[config.mk]
export PLATFORM = sky130hd
export DESIGN_NAME = asmh_site_unit
export DESIGN_NICKNAME = d
export VERILOG_FILES = /design/src/sv/asmh_pkg.sv /design/src/sv/asmh_site_unit.sv
export SDC_FILE = /design/constraint.sdc
export NUM_CORES = 1
export LEC_CHECK = 0
export BUFFER_PORTS_ARGS = -buffer_cell sky130_fd_sc_hd__buf_2
export CORE_ASPECT_RATIO = 0.9
export CORE_MARGIN = 4
export CORE_UTILIZATION = 49
export CTS_CLUSTER_DIAMETER = 40
export CTS_CLUSTER_SIZE = 24
export DETAILED_ROUTE_END_ITERATION = 7
export PLACE_DENSITY = 0.77
export SYNTH_ARGS = -nofsm -noshare
export SYNTH_HDL_FRONTEND = slang
export SYNTH_SLANG_ARGS = --single-unit
export TNS_END_PERCENT = 5
[constraint.sdc]
create_clock -name i_clk -period 2.35 [get_ports i_clk]
set_input_delay 0.3525 -clock i_clk [delete_from_list [all_inputs] [get_ports i_clk]]
set_output_delay 0.3525 -clock i_clk [all_outputs]
set_load 0.01 [all_outputs]
[src/sv/asmh_pkg.sv]
// Package for the height-grid sampler: payload structs, sequencer states,
// neighbor tap codes and fixed sizes. No dependencies.
package asmh_pkg;

    localparam int MAX_ORDER = 63;
    localparam int GRID_SIDE = MAX_ORDER + 1;
    localparam int POS_W     = 6;
    localparam int ADDR_W    = 2 * POS_W;
    localparam int HEIGHT_W  = 7;
    localparam int GAP_W     = 18;

    localparam logic [POS_W-1:0] ORDER_RESET = 6'd8;

    typedef struct packed {
        logic start_over;
        logic coin;
    } t_in;

    typedef struct packed {
        logic [POS_W-1:0]    site_row;
        logic [POS_W-1:0]    site_col;
        logic [HEIGHT_W-1:0] lower_value;
        logic [HEIGHT_W-1:0] upper_value;
        logic                sweep_done;
        logic [GAP_W-1:0]    volume_gap;
        logic                coalesced;
    } t_out;

    typedef enum logic [2:0] {
        ST_IDLE,
        ST_FILL,
        ST_CHECK,
        ST_READ,
        ST_UPDATE,
        ST_ADV,
        ST_EMIT
    } t_state;

    // Order in which the site's neighborhood is fetched from the grids.
    typedef enum logic [2:0] {
        TAP_UP,
        TAP_RT,
        TAP_DN,
        TAP_LF,
        TAP_CTR,
        TAP_LAST
    } t_tap;

    // Strobes from the sequencer to the neighborhood unit, one per read beat.
    typedef struct packed {
        logic first;
        logic cmp;
        logic ctr;
    } t_tap_ctl;

endpackage

[src/sv/asmh_site_unit.sv]
// Neighborhood unit for one grid: a single comparator checks the fetched
// neighbors one beat at a time and forms the site's new height.
// Depends on asmh_pkg.
module asmh_site_unit (
    input  logic                           i_clk,
    input  asmh_pkg::t_tap_ctl             i_ctl,
    input  logic [asmh_pkg::HEIGHT_W-1:0]  i_rd_data,
    input  logic                           i_coin,
    output logic [asmh_pkg::HEIGHT_W-1:0]  o_ctr,
    output logic [asmh_pkg::HEIGHT_W-1:0]  o_new
);
    import asmh_pkg::*;

    logic [HEIGHT_W-1:0] r_up;
    logic [HEIGHT_W-1:0] r_ctr;
    logic                r_eq;

    always_ff @(posedge i_clk) begin
        if (i_ctl.first) begin
            r_up <= i_rd_data;
            r_eq <= 1'b1;
        end
        if (i_ctl.cmp) begin
            r_eq <= r_eq & (i_rd_data == r_up);
        end
        if (i_ctl.ctr) begin
            r_ctr <= i_rd_data;
        end
    end

    // Heat-bath move: only a site whose four neighbors agree may change.
    always_comb begin
        if (r_eq) begin
            o_new = i_coin ? r_up + 7'd1 : r_up - 7'd1;
        end else begin
            o_new = r_ctr;
        end
    end

    assign o_ctr = r_ctr;

endmodule

==> impl_metrics.yaml <==
floorplanning:
  num_rows: 14
  dieArea_um2: 2480
  die_h_um: 47.7
  start_util_pct: 51.5
  die_w_um: 52.1
  io_pins: 26
  core_um2: 1660
logic_synthesis:
  syn_inst: 64
  synthAdderAreaFrac_pct: 9.64
  netlist_area_um2: 857
  synth-seq-area-share_pct: 52.6
  yosys-mux-area-fraction_pct: 6.86
  synth_top_family_by_area: "XOR/XNOR gates"
  yosys.area.top_type: "edfxtp_1"
  yosysWarnings: 0
  synth_area_per_cell_um2: 13.4
  yosys.area.top_type_share_pct: 52.6
  synth_seq_cells: 15
  yosys.area_share.simple_pct: 5.84
  synth_compound_area_share_pct: 11.4
  synth-xor-area-share_pct: 12.3
  syn_nets: 82
  synth_area_leaders: "edfxtp_1, xnor2_1, ha_1"
  synth_cell_types: 27
pwr:
  peakVddDrop_mv: 0.411
  p_switching_mw: 0.197
  sw_frac_of_total_pct: 29.1
  power_frac_clock_pct: 22.3
  leakage_nw: 0.452
  power_frac_seq_pct: 49.6
  pwr_density_cell_nw_per_um2: 630
  internal_power_mw: 0.479
  power_mw: 0.676
  combPwrFrac_pct: 28.2
route:
  drc: 0
  drt-initial-drc-count: 7
  first_pass_iters: 4
  routed_via_density: 5.13
  vias: 616
  ant_nets: 0
  wl_per_cell_um: 14.5
  routed_wirelength_mm: 1.74
setup_path:
  r2r-end: "r_eq"
  crit_fanout: 3
  r2r-start: "r_up[0]"
  crit_type: "reg2out"
  reg2reg_depth: 4
  worstPathRequired_ns: 2.00
  start_kind: "register"
  arrival_ns: 1.93
  r2r_slack_ns: 1.17
  cp-end-kind: "output port"
worst_hold_path:
  worstHoldEndpoint: "o_ctr[6]"
  hold_class: "in2reg"
  min_from: "i_rd_data[6]"
  min_path_cells: 1
placed_design:
  gp_congestion: 0.798
  pre_cts_ws_ns: 0.0745
  io_buffer_count: 25
  dp.cells: 112
  place_hpwl_mm: 1.29
clock_tree:
  cts.clk_slew.worst_paths_ns: 0.10
  clk-insertion-delay-late_ns: 0.29
  numCtsBuffers: 3
  cts_root_buf: "clkbuf_4"
  cts_tree: "done"
  cts_buffer_depth: 2
  clock-sinks: 15
  cts_max_level: 1
sta:
  period_minus_slack_ns: 2.28
  drv_slew: 0
  finalHoldViolCount: 0
  worst_slew_pin_slew_ns: 0.486
  layout_setup_ws_ns: 0.0679
  setup_violations: 0
  maxSlewHeadroom_pct: 67.6
  whs_ns: 0.264
  rsz0062_at_grt: "yes"
  skew_ns: 0.0136
  fmax_mhz: 438
  period_share_pct: 97.1
layout:
  nFillCells: 140
  drive_gt1_share_pct: 40.6
  seqCellArea_um2: 450
  area_growth_pct: 25.1
  finalNetCount: 115
  antenna_cells: 0
  multi_input_area_um2: 402
  fin_cells: 120
global_routing:
  grt_pass1_vias: 577
  grt_max_degree: 13
  track_usage_pct: 15.6
  grt_pass1_wl_mm: 2.62
  grt_overflow: 0
  antenna_found_initial: 0
flow_run:
  cap_violations: 0
outcome:
  status: "complete, no violations"
layout make-up:
| cell class | count | share of cell area, % |
|---|---|---|
| multi-input combinational | 46 | 37.5 |
| clock inverter | 1 | 0.467 |
| inverter | 2 | 0.700 |
| sequential | 15 | 42.0 |
| timing repair buffer | 29 | 14.5 |
| clock buffer | 3 | 2.10 |
| tap | 24 | 2.80 |
logic make-up (layout without fill, tap and decap cells):
kind of cell / Yosys count / count (layout)
multiplexers: 5 / 5
AND/OR/NAND/NOR: 9 / 9
adder cells (fa/ha/maj): 6 / 6
XOR/XNOR: 12 / 12
buffers and inverters: 3 / 35
AO/OA/AOI/OAI: 14 / 14
flip-flops: 15 / 15
state kept, by name, summed over array words and instances, names as in the netlist:
signal  cells
o_ctr       7
r_up        7
r_eq        1
stage by stage:
| stage | setup TNS [ns] | util [%] | instance area [µm²] |
|---|---|---|---|
| global route | -0.0447 | 64.4 | 1070 |
| finish | 0 | 64.4 | 1070 |
| CTS | 0 | 63.2 | 1050 |
| global placement | 0 | 60.5 | 1010 |
| detailed placement | 0 | 60.5 | 1010 |
| floorplan | 0 | - | 857 |
how the worst max path moves through the flow:
| stage | depth (start not counted) | start | endpoint | slack [ns] |
|---|---|---|---|---|
| after floorplan | 6 | i_coin | o_new[6] | 0.39 |
| after global routing | 6 | r_up[1] | o_new[3] | -0.02 |
| final | 6 | r_up[1] | o_new[5] | 0.07 |
| after detailed placement | 8 | i_coin | o_new[6] | 0.07 |
| after global placement | 8 | i_coin | o_new[6] | 0.14 |
| after CTS | 6 | r_up[0] | o_new[6] | 0.006 |
cell usage after synthesis:
master	count
or2_1	1
o21ai_1	2
inv_1	2
ha_1	5
edfxtp_1	15
buf_2	1
nand4_1	2
nor2b_1	1
nand3b_1	1
xor2_1	2
nand2_1	2
mux2_2	2
nor4_1	1
o21a_1	1
a21oi_1	3
xnor2_1	10
mux2_4	1
o211ai_1	2
a21o_1	2
o211a_1	1
nor2_1	1
mux2i_1	1
mux2_1	1
a21oi_2	1
a211oi_1	1
fa_1	1
a41oi_1	1
per-layer routing:
metal	vias up	wire length (µm)	part of all wire (%)	track usage [%]
met4	0	33	1.9	11.0
met2	20	766	44	23.6
li1	306	-	-	-
met3	4	78	4.5	2.80
met1	286	859	49	20.7
met5	-	0	0	0
timing repair:
action                     CTS  global route
hold buffers                 0             0
buffers inserted             2             2
pin swaps                    0             2
setup endpoints to repair    2             3
gates resized for setup      1             1
critical path, cell delays in order (launching register included):
cell and delay (ns):
edfxtp_1 0.45, ha_1 0.33, a211oi_2 0.22, o21ai_1 0.09, xor2_1 0.15, mux2_2 0.26, buf_2 0.14
placed cells by master, fill, tap and decap left out, drive strengths merged:
cell type	instances
a211oi	1
a21o	2
a21oi	4
a41oi	1
buf	29
clkbuf	3
clkinv	1
edfxtp	15
fa	1
ha	5
inv	2
mux2	4
mux2i	1
nand2	2
nand3b	1
nand4	2
nor2	1
nor2b	1
nor4	1
o211a	1
o211ai	2
o21a	1
o21ai	2
or2	1
xnor2	10
xor2	2
power groups by stage:
stage	Clock [mW]	Sequential (mW)	Combinational (mW)
floorplan	0	0.342	0.114
global placement	0	0.342	0.175
detailed placement	0	0.343	0.178
CTS	0.156	0.336	0.185
global route	0.171	0.338	0.209
finish	0.150	0.335	0.190
No activity file was read; power rests on OpenSTA's default activity.
